`src/hw/rtl/swm_pkg.sv`:
```
`timescale 1ns / 1ps
// ----------------------------------------------------------------------------
// swm_pkg: shared types and constants of the sliding window median filter
// Item payloads, controller/datapath command and status, register map.
// ----------------------------------------------------------------------------
package swm_pkg;

	localparam int SAMPLE_W       = 16;
	localparam int WINDOW_MAX_DEF = 8;
	localparam int WL_W           = 4;
	localparam int POS_W          = 3;
	localparam int FILL_W         = 4;
	localparam int ADDR_W         = 3;
	localparam int DATA_W         = 32;

	localparam logic [WL_W-1:0] WL_RESET = 4'd5;

	// register index, taken from paddr[2]
	localparam logic REG_WINDOW_LENGTH = 1'b0;

	typedef struct packed {
		logic signed [SAMPLE_W-1:0] sample;
		logic                       restart;
	} swm_in_t;

	typedef struct packed {
		logic signed [SAMPLE_W-1:0] median_value;
		logic [POS_W-1:0]           insert_position;
		logic [FILL_W-1:0]          fill_count;
	} swm_out_t;

	typedef struct packed {
		logic load;
		logic remove;
		logic insert;
		logic emit;
	} swm_cmd_t;

	typedef struct packed {
		logic out_busy;
	} swm_stat_t;

endpackage

```
`src/hw/rtl/swm_ctrl.sv`:
```
`timescale 1ns / 1ps
// ----------------------------------------------------------------------------
// swm_ctrl: item sequencer
// Steps each item through load, removal, insertion and result emit.
// ----------------------------------------------------------------------------
module swm_ctrl (
	input  logic              clk,
	input  logic              arst_n,
	input  logic              in_valid,
	output logic              in_ready,
	input  swm_pkg::swm_stat_t stat,
	output swm_pkg::swm_cmd_t  cmd
);
	import swm_pkg::*;

	typedef enum logic [3:0] {
		ST_IDLE   = 4'b0001,
		ST_REMOVE = 4'b0010,
		ST_INSERT = 4'b0100,
		ST_EMIT   = 4'b1000
	} state_t;

	state_t state_q, state_d;

	always_comb begin
		state_d    = state_q;
		cmd        = '0;
		in_ready   = 1'b0;
		unique case (state_q)
			ST_IDLE: begin
				in_ready = 1'b1;
				if (in_valid) begin
					cmd.load = 1'b1;
					state_d  = ST_REMOVE;
				end
			end
			ST_REMOVE: begin
				cmd.remove = 1'b1;
				state_d    = ST_INSERT;
			end
			ST_INSERT: begin
				cmd.insert = 1'b1;
				state_d    = ST_EMIT;
			end
			ST_EMIT: begin
				// hold until the output register is free
				if (!stat.out_busy) begin
					cmd.emit = 1'b1;
					state_d  = ST_IDLE;
				end
			end
			default: begin
				state_d = ST_IDLE;
			end
		endcase
	end

	always_ff @(posedge clk or negedge arst_n) begin
		if (!arst_n) begin
			state_q <= ST_IDLE;
		end else begin
			state_q <= state_d;
		end
	end

endmodule

```
`src/hw/rtl/swm_dp.sv`:
```
`timescale 1ns / 1ps
// ----------------------------------------------------------------------------
// swm_dp: window datapath
// Arrival ring, sorted cell row with compare-and-shift, output register.
// ----------------------------------------------------------------------------
module swm_dp #(
	parameter int WINDOW_MAX = swm_pkg::WINDOW_MAX_DEF
) (
	input  logic                       clk,
	input  logic                       arst_n,
	input  swm_pkg::swm_cmd_t          cmd,
	output swm_pkg::swm_stat_t         stat,
	input  logic                       clear,
	input  logic [swm_pkg::WL_W-1:0]   window_length,
	input  swm_pkg::swm_in_t           in_data,
	output logic                       out_valid,
	input  logic                       out_ready,
	output swm_pkg::swm_out_t          out_data
);
	import swm_pkg::*;

	localparam int CNT_W = $clog2(WINDOW_MAX + 1);
	localparam int IDX_W = (WINDOW_MAX > 1) ? $clog2(WINDOW_MAX) : 1;

	logic signed [SAMPLE_W-1:0] sorted_q [WINDOW_MAX];
	logic signed [SAMPLE_W-1:0] ring_q   [WINDOW_MAX];
	logic signed [SAMPLE_W-1:0] key_q;
	logic [IDX_W-1:0]           head_q;
	logic [CNT_W-1:0]           count_q;
	logic [CNT_W-1:0]           pos_q;
	logic                       out_valid_q;
	swm_out_t                   out_q;

	logic [CNT_W-1:0]           len;
	logic                       full;
	logic signed [SAMPLE_W-1:0] old;
	logic [CNT_W-1:0]           at;
	logic                       found;
	logic [CNT_W-1:0]           head_nxt;
	logic [CNT_W:0]             slot;
	logic [WINDOW_MAX-1:0]      less;
	logic [CNT_W-1:0]           pos;
	logic [CNT_W-1:0]           mid;

	// effective length: 0 acts as 1, clipped to the store depth
	always_comb begin
		if (window_length == '0) begin
			len = CNT_W'(1);
		end else if (32'(window_length) > WINDOW_MAX) begin
			len = CNT_W'(WINDOW_MAX);
		end else begin
			len = CNT_W'(window_length);
		end
	end

	// removal: first sorted entry equal to the oldest sample
	assign full = (count_q >= len);
	assign old  = ring_q[head_q];

	always_comb begin
		at    = count_q - CNT_W'(1);
		found = 1'b0;
		for (int i = 0; i < WINDOW_MAX; i++) begin
			if (!found && (CNT_W'(i) < count_q) && (sorted_q[i] == old)) begin
				at    = CNT_W'(i);
				found = 1'b1;
			end
		end
	end

	assign head_nxt = CNT_W'(head_q) + CNT_W'(1);

	always_comb begin
		slot = (CNT_W+1)'(head_q) + (CNT_W+1)'(count_q);
		if (slot >= (CNT_W+1)'(len)) begin
			slot = slot - (CNT_W+1)'(len);
		end
	end

	// insertion: entries below the new key form a prefix
	always_comb begin
		pos = '0;
		for (int i = 0; i < WINDOW_MAX; i++) begin
			less[i] = (CNT_W'(i) < count_q) && (sorted_q[i] < key_q);
			pos     = pos + CNT_W'(less[i]);
		end
	end

	assign mid = count_q >> 1;

	assign stat.out_busy = out_valid_q && !out_ready;
	assign out_valid     = out_valid_q;
	assign out_data      = out_q;

	always_ff @(posedge clk or negedge arst_n) begin
		if (!arst_n) begin
			head_q      <= '0;
			count_q     <= '0;
			out_valid_q <= 1'b0;
		end else begin
			if (clear) begin
				head_q  <= '0;
				count_q <= '0;
			end else if (cmd.load) begin
				if (in_data.restart) begin
					head_q  <= '0;
					count_q <= '0;
				end else begin
					if (count_q > len) begin
						count_q <= len;
					end
					if (CNT_W'(head_q) >= len) begin
						head_q <= '0;
					end
				end
			end else if (cmd.remove) begin
				if (full) begin
					count_q <= count_q - CNT_W'(1);
					head_q  <= (head_nxt >= len) ? '0 : head_nxt[IDX_W-1:0];
				end
			end else if (cmd.insert) begin
				count_q <= count_q + CNT_W'(1);
			end

			if (cmd.emit) begin
				out_valid_q <= 1'b1;
			end else if (out_ready) begin
				out_valid_q <= 1'b0;
			end
		end
	end

	always_ff @(posedge clk) begin
		if (cmd.load) begin
			key_q <= in_data.sample;
		end
		if (cmd.remove) begin
			if (full) begin
				for (int i = 0; i + 1 < WINDOW_MAX; i++) begin
					if ((CNT_W'(i) >= at) && (CNT_W'(i + 1) < count_q)) begin
						sorted_q[i] <= sorted_q[i + 1];
					end
				end
				ring_q[head_q] <= key_q;
			end else begin
				ring_q[slot[IDX_W-1:0]] <= key_q;
			end
		end
		if (cmd.insert) begin
			pos_q <= pos;
			if (pos == '0) begin
				sorted_q[0] <= key_q;
			end
			for (int i = 1; i < WINDOW_MAX; i++) begin
				if (CNT_W'(i) == pos) begin
					sorted_q[i] <= key_q;
				end else if (CNT_W'(i) > pos) begin
					sorted_q[i] <= sorted_q[i - 1];
				end
			end
		end
		if (cmd.emit) begin
			out_q.median_value    <= sorted_q[mid[IDX_W-1:0]];
			out_q.insert_position <= POS_W'(pos_q);
			out_q.fill_count      <= FILL_W'(count_q);
		end
	end

endmodule

```
`src/hw/rtl/sliding_window_median.sv`:
```
// Each accepted item passes the load, remove, insert and emit steps of the
// sequencer; the emit step holds while the output register is busy, and the
// next item is taken while a result waits in the output register.
// Reset (arst_n low): window empty, ring head 0, window_length = 5, no result.
`timescale 1ns / 1ps
// ----------------------------------------------------------------------------
// sliding_window_median: running median over the most recent samples
// Keeps the window in arrival order and in sorted order; each item gives the
// upper median, the insert position and the fill count.
// ----------------------------------------------------------------------------
module sliding_window_median #(
	parameter int WINDOW_MAX = swm_pkg::WINDOW_MAX_DEF
) (
	input  logic                          clk,
	input  logic                          arst_n,
	// sample channel
	input  logic                          in_valid,
	output logic                          in_ready,
	input  swm_pkg::swm_in_t              in_data,
	// result channel
	output logic                          out_valid,
	input  logic                          out_ready,
	output swm_pkg::swm_out_t             out_data,
	// configuration port
	input  logic                          psel,
	input  logic                          penable,
	input  logic                          pwrite,
	input  logic [swm_pkg::ADDR_W-1:0]    paddr,
	input  logic [swm_pkg::DATA_W-1:0]    pwdata,
	output logic [swm_pkg::DATA_W-1:0]    prdata,
	output logic                          pready
);
	import swm_pkg::*;

	logic [WL_W-1:0] window_length_q;
	logic            cfg_wr;
	swm_cmd_t        cmd;
	swm_stat_t       stat;

	// APB: no wait states; register index in paddr[2], low bits ignored
	assign pready = 1'b1;
	assign cfg_wr = psel && penable && pwrite && (paddr[2] == REG_WINDOW_LENGTH);

	always_comb begin
		prdata = '0;
		if (paddr[2] == REG_WINDOW_LENGTH) begin
			prdata = DATA_W'(window_length_q);
		end
	end

	always_ff @(posedge clk or negedge arst_n) begin
		if (!arst_n) begin
			window_length_q <= WL_RESET;
		end else if (cfg_wr) begin
			window_length_q <= pwdata[WL_W-1:0];
		end
	end

	// sequencer: one item in flight, four steps
	swm_ctrl u_ctrl (
		.clk      (clk),
		.arst_n   (arst_n),
		.in_valid (in_valid),
		.in_ready (in_ready),
		.stat     (stat),
		.cmd      (cmd)
	);

	// datapath; a length write also empties the window
	swm_dp #(
		.WINDOW_MAX (WINDOW_MAX)
	) u_dp (
		.clk           (clk),
		.arst_n        (arst_n),
		.cmd           (cmd),
		.stat          (stat),
		.clear         (cfg_wr),
		.window_length (window_length_q),
		.in_data       (in_data),
		.out_valid     (out_valid),
		.out_ready     (out_ready),
		.out_data      (out_data)
	);

endmodule

```
`config.mk`:
```
export PLATFORM = sky130hd
export DESIGN_NAME = sliding_window_median
export DESIGN_NICKNAME = d
export VERILOG_FILES = /design/src/hw/rtl/swm_pkg.sv /design/src/hw/rtl/swm_ctrl.sv /design/src/hw/rtl/swm_dp.sv /design/src/hw/rtl/sliding_window_median.sv
export SDC_FILE = /design/constraint.sdc
export NUM_CORES = 1
export LEC_CHECK = 0
export ABC_AREA = 0
export BUFFER_PORTS_ARGS = -buffer_cell sky130_fd_sc_hd__buf_2
export CAP_MARGIN = 25
export CORE_MARGIN = 2
export CORE_UTILIZATION = 60
export CTS_CLUSTER_SIZE = 28
export DETAILED_ROUTE_END_ITERATION = 16
export GPL_TIMING_DRIVEN = 0
export HOLD_SLACK_MARGIN = 0.1
export PLACE_DENSITY_LB_ADDON = 0.08
export SLEW_MARGIN = 40
export SYNTH_ARGS = -nofsm -noshare
export SYNTH_HDL_FRONTEND = slang
export SYNTH_SLANG_ARGS = --single-unit
```
`constraint.sdc`:
```
create_clock -name clk -period 10.9 [get_ports clk]
set_input_delay 1.09 -clock clk [delete_from_list [all_inputs] [get_ports clk]]
set_output_delay 1.09 -clock clk [all_outputs]
set_load 0.01 [all_outputs]
```
==> impl_metrics.toml, run 1 <==
[pwr]
ir_drop_mv = 0.176
swShare = 0.436
comb_power_share = 0.498
p_leak_nw = 8.90
powerDensity_mw_per_mm2 = 244
pwr-share-clk = 0.205
p_sw_w = 0.00242
p_int_w = 0.00312
seqPwrFrac = 0.297

[cts]
cts.sinks = 314
numCtsBuffers = 36
clock_latency_ns = 0.56
clock-root-buffer = "clkbuf_16"
cts.clk_slew.worst_paths_ns = 0.06
post-cts-setup-buffers = 0
ctsHoldBuffers = 0
clk_path_buf_depth = 3
cts_tree = "built"
cts.repair.resized = 0
cts_max_level = 2

[logic_synthesis]
synth.avg_cell_area_um2 = 11.7
ys_types = 79
synth_cells = 1730
synth-seq-cells = 314
yosys_warnings = 0
synthFlopType = "edfxtp_1"
ys_seq_area_frac = 0.464
synth_area_mm2 = 0.0202
async_reset_ff_frac = 0.0510
synth-edff-count = 298

[timing]
finalCriticalPeriod_ns = 9.85
grt_setup_unrepaired = "no"
fin_crit_sh = 0.904
drv_slew = 0
slew_headroom = 0.331
hold_viol_final = 0
holdWs_ns = 0.422
max_freq_mhz = 102
skew_ns = 0.0266
setup_viol = 0
worst_pin_slew_ns = 0.999

[floorplan]
num_rows = 67
core_area_mm2 = 0.0333
die_h_um = 187
die_x_um = 187
start_util = 0.606
die_area_mm2 = 0.0351
io_pins = 117

[layout]
final_common_cell = "edfxtp_1"
mostFrequentLayoutCells = "edfxtp_1, nand2_1, ha_1, nor2_1, a21oi_1"
antennaDiodeCount = 0
post_route_cells_drive_above_1_share = 0.176
utilization = 0.683
post_layout_nonfiller_instances = 2351
nets = 2088
area_growth_pct = 12.7

[setup_path]
crit_path_end_kind = "register"
criticalPathCategory = "reg -> reg"
critPathRequiredTime_ns = 11.21
critPathTopFamily = "buffers and inverters"
critPathBufInv = 9
cp_common_cell = "a21o_1"
max_stage_delay_ns = 0.94
crit_slowest_cell = "edfxtp_1"
critPathMaxFanout = 16
cp.arrival_ns = 10.16
crit_path_start_kind = "register"

[route]
avgRoutedWirePerCell_um = 28.1
wirelength_um = 66200
vias = 15484
detail-route-antenna-nets = 0
drc = 0
dr.pass1.iters = 6
via_per_inst = 6.59
drt_iter0_markers = 2416

[grt]
grt_pass1_vias = 15118
antenna_found_initial = 1
grt_pass1_wl_um = 96900
grt_max_degree = 24
grt-ovfl-total = 0
grt.total_usage = 0.377

[hold_path]
min-delay-path-class = "reg -> reg"

[outcome]
outcome = "finished clean"

[placement]
io_buffers = 57
dp_cells = 2286
finalWeightedCongestion = 1.02
dpl.hpwl_um = 51000

[job]
cap_violations = 0
[registers in the layout (all words and copies together) (netlist names)]
register	cells
u_dp.out_data	23
u_dp.ring_q	128
u_dp.count_q	4
u_ctrl.state_q	4
u_dp.out_valid	1
u_dp.pos_q	3
window_length_q	4
u_dp.head_q	3
u_dp.sorted_q	128
u_dp.key_q	16
[stage by stage]
step | worst slack, ns | total power, W | TNS [ns] | area (µm²)
after floorplan | 2.93 | 0.00342 | 0 | 20300
after global placement | -1.44 | 0.00420 | -137.83 | 21100
after detailed placement | 1.05 | 0.00433 | 0 | 21600
after CTS | 1.03 | 0.00546 | 0 | 22700
after global routing | 0.749 | 0.00578 | 0 | 22700
final | 1.05 | 0.00554 | 0 | 22700
[final timing paths]
| check | from | endpoint | slack [ns] | cells after the start |
|---|---|---|---|---|
| worst max-delay path | u_dp.key_q[1] | u_dp.sorted_q[5][9] | 1.05 | 29 |
| worst min-delay path | u_dp.pos_q[1] | u_dp.out_data[5] | 0.42 | 0 |
| worst max register to register | u_dp.key_q[1] | u_dp.sorted_q[5][9] | 1.05 | 29 |
| worst min register to register | u_dp.pos_q[1] | u_dp.out_data[5] | 0.42 | 0 |
| max in group asynchronous | arst_n | u_ctrl.state_q[0] | 10.12 | 1 |
| min in group asynchronous | arst_n | u_dp.head_q[1] | 0.45 | 1 |
[layer usage]
metal | global-route usage | up-vias | routed length [µm]
met3 | 0.0638 | 173 | 7680
met2 | 0.564 | 1035 | 28700
li1 | - | 6779 | -
met4 | 0.183 | 2 | 3420
met1 | 0.538 | 7495 | 26400
met5 | 0 | - | 13
[power by group through the flow]
| stage | Combinational [W] | Sequential, W | Clock (W) |
|---|---|---|---|
| detailed placement | 0.00266 | 0.00166 | 0 |
| floorplan | 0.00183 | 0.00159 | 0 |
| global placement | 0.00252 | 0.00168 | 0 |
| CTS | 0.00268 | 0.00164 | 0.00114 |
| finish | 0.00276 | 0.00164 | 0.00113 |
| global route | 0.00295 | 0.00165 | 0.00118 |
[cell families (layout without fill, tap and decap cells)]
family | count (synthesis) | count (layout) | synth area share
and+or+nand+nor | 454 | 454 | 0.110
AOI/OAI and AO/OA | 358 | 358 | 0.114
DFF | 314 | 314 | 0.464
muxes | 197 | 197 | 0.131
adders and majority gates | 151 | 151 | 0.0959
buffers and inverters | 141 | 287 | 0.0363
xor gates and xnor gates | 113 | 113 | 0.0491
other | 2 | 29 | 0.000372
[synthesized netlist by cell type, drive strengths merged (4+ instances only)]
library cell    n  share of area
o31ai           4         0.0015
clkbuf         46         0.0086
nor2b          27         0.0084
or2             5         0.0016
nand3          19         0.0047
inv            41         0.0076
o21a            7         0.0026
a31oi          11         0.0034
o22ai          18         0.0056
o21ai          79          0.020
a211oi         11         0.0041
xor2           75          0.033
edfxtp        298           0.44
nor3           35         0.0087
dfrtp          13          0.016
mux2           68          0.040
mux4           40          0.045
nor3b           6         0.0022
buf            53          0.020
a22o           15         0.0066
nand2         159          0.030
nor4b          12         0.0055
or4             6         0.0022
a22oi          35          0.013
mux2i          89          0.047
nor2          102          0.019
xnor2          38          0.016
nand4          30         0.0093
nor4            8         0.0025
a21oi          87          0.022
and2            4         0.0012
a21o           53          0.020
ha            145          0.090
fa              6         0.0060
nand2b         28         0.0087
a21boi         14         0.0052
[cell type report]
| cell class | instances | area, µm² |
|---|---|---|
| flip-flops and latches | 314 | 9350 |
| plain buffers | 99 | 582 |
| well taps | 448 | 561 |
| clock inverters | 17 | 135 |
| clock buffers | 46 | 938 |
| multi-input cells | 1302 | 10300 |
| repair buffers | 83 | 662 |
| fillers | 2505 | 10600 |
| inverters | 42 | 158 |
(Power assumes the default switching activity.)
==> run 2: changes to the inputs <==
--- a/config.mk
+++ b/config.mk
@@ -9,7 +9,7 @@
 export BUFFER_PORTS_ARGS = -buffer_cell sky130_fd_sc_hd__buf_2
 export CAP_MARGIN = 25
 export CORE_MARGIN = 2
-export CORE_UTILIZATION = 60
+export CORE_UTILIZATION = 55
 export CTS_CLUSTER_SIZE = 28
 export DETAILED_ROUTE_END_ITERATION = 16
 export GPL_TIMING_DRIVEN = 0
==> run 2 against run 1 <==
Effect of this change: critical path depth fell by 1; highest routed layer is now met4; power rose by 3.9%; sequential share of layout area fell by 0.39 points; via count fell by 1.1%; sequential cell count did not move; cell count rose by 1.0%; wire length rose by 2.7%; clock power rose by 13%; critical path type unchanged; non-clock buffer count did not move; register-to-register slack barely moved; clock skew fell by 0.0060 ns.
==> impl_metrics.toml, run 2 (synthesized netlist as in run 1, its figures left out) <==
[layout]
utilization = 0.631
nets = 2088
final_common_cell = "edfxtp_1"
area_growth_pct = 13.7
post_layout_nonfiller_instances = 2375
mostFrequentLayoutCells = "edfxtp_1, nand2_1, ha_1, nor2_1"
post_route_cells_drive_above_1_share = 0.182

[setup_path]
crit_path_end_kind = "register"
cp.arrival_ns = 10.17
crit_slowest_cell = "edfxtp_1"
cp_common_cell = "a21o_1"
max_stage_delay_ns = 0.86
criticalPathCategory = "reg -> reg"
critPathRequiredTime_ns = 11.21
critPathMaxFanout = 16
crit_path_start_kind = "register"

[job]
cap_violations = 0

[grt]
grt.total_usage = 0.359
antenna_found_initial = 0
grt-ovfl-total = 0
grt_pass1_wl_um = 98600
grt_max_degree = 24
grt_pass1_vias = 14802

[hold_path]
min-delay-path-class = "reg -> reg"

[route]
wirelength_um = 68000
drc = 0
detail-route-antenna-nets = 0
drt_iter0_markers = 1942
vias = 15317
avgRoutedWirePerCell_um = 28.6
dr.pass1.iters = 6
via_per_inst = 6.45

[cts]
cts_tree = "built"
cts.clk_slew.worst_paths_ns = 0.06
cts.repair.resized = 0
clock_latency_ns = 0.57
numCtsBuffers = 36
clk_path_buf_depth = 3
clock-root-buffer = "clkbuf_16"
cts.sinks = 314
post-cts-setup-buffers = 0
ctsHoldBuffers = 0
cts_max_level = 2

[timing]
max_freq_mhz = 101
worst_pin_slew_ns = 0.905
drv_slew = 0
skew_ns = 0.0206
finalCriticalPeriod_ns = 9.87
grt_setup_unrepaired = "no"
hold_viol_final = 0
slew_headroom = 0.394
finalWorstSetupSlack_ns = 1.03
setup_viol = 0
fin_crit_sh = 0.905

[pwr]
p_leak_nw = 9.00
seqPwrFrac = 0.285
p_int_w = 0.00324
p_sw_w = 0.00252
powerDensity_mw_per_mm2 = 251
power_w = 0.00576
comb_power_share = 0.492
swShare = 0.437
ir_drop_mv = 0.211
pwr-share-clk = 0.223

[placement]
place_ws_ns = 1.14
io_buffers = 57
dp_cells = 2306
finalWeightedCongestion = 1.01
dpl.hpwl_um = 52800

[floorplan]
die_x_um = 196
io_pins = 117
start_util = 0.555
die_area_mm2 = 0.0382
die_h_um = 196
core_area_mm2 = 0.0363
num_rows = 70

[outcome]
outcome = "finished clean"
[run 2: cell count changes in the layout (fill, tap and decap cells not counted), sizes merged]
cell and delta:
diode +1, bufinv +3, buf +1, clkinv -1, clkinvlp +1, inv +1, clkbuf -2
[run 2: through the flow]
stage                     hold WS [ns]  area (µm²)  setup TNS (ns)
after floorplan                  0.400       20300               0
after global placement           0.401       21100         -204.06
after detailed placement         0.407       21700               0
after CTS                        0.424       22900               0
after global routing             0.427       22900               0
final                            0.424       22900               0
[run 2: worst max-delay path, delay by kind of cell (launching register included)]
kind / cells / cell delay (ns)
compound gates: 10 / 1.89
flops: 1 / 0.86
buf+inv: 8 / 2.51
mux: 1 / 0.17
simple gates: 4 / 1.59
fa+ha+maj: 5 / 2.54
[run 2: path summary, 6_finish.rpt]
path	from	end	cells after the start	slack, ns
max	u_dp.key_q[1]	u_dp.sorted_q[5][10]	28	1.03
min	u_dp.pos_q[0]	u_dp.out_data[4]	0	0.42
max reg2reg	u_dp.key_q[1]	u_dp.sorted_q[5][10]	28	1.03
min reg2reg	u_dp.pos_q[0]	u_dp.out_data[4]	0	0.42
max in group asynchronous	arst_n	u_ctrl.state_q[0]	1	10.14
min in group asynchronous	arst_n	u_dp.head_q[0]	1	0.43
[run 2: area by class of cell]
class                      instances  area (µm²)
antenna                            1        2.50
sequential                       314        9350
tap                              468         586
clock buffer                      45         998
fill                            2948       13400
timing repair buffer              83         677
buffer                            99         583
multi-input combinational       1302       10300
clock inverter                    21         248
inverter                          42         158
[run 2: power by group through the flow]
stage	sequential [W]	combinational, W	clock [W]
after detailed placement	0.00167	0.00273	0
after global placement	0.00169	0.00260	0
final	0.00164	0.00283	0.00128
after global routing	0.00165	0.00302	0.00133
after CTS	0.00164	0.00275	0.00130
after floorplan	0.00159	0.00183	0
[run 2: layer usage]
metal,share of wire,vias up,GRT usage
met5,0,-,0
met4,0.045,0,0.155
met3,0.11,155,0.0722
met2,0.43,898,0.532
met1,0.42,7459,0.512
li1,-,6805,-
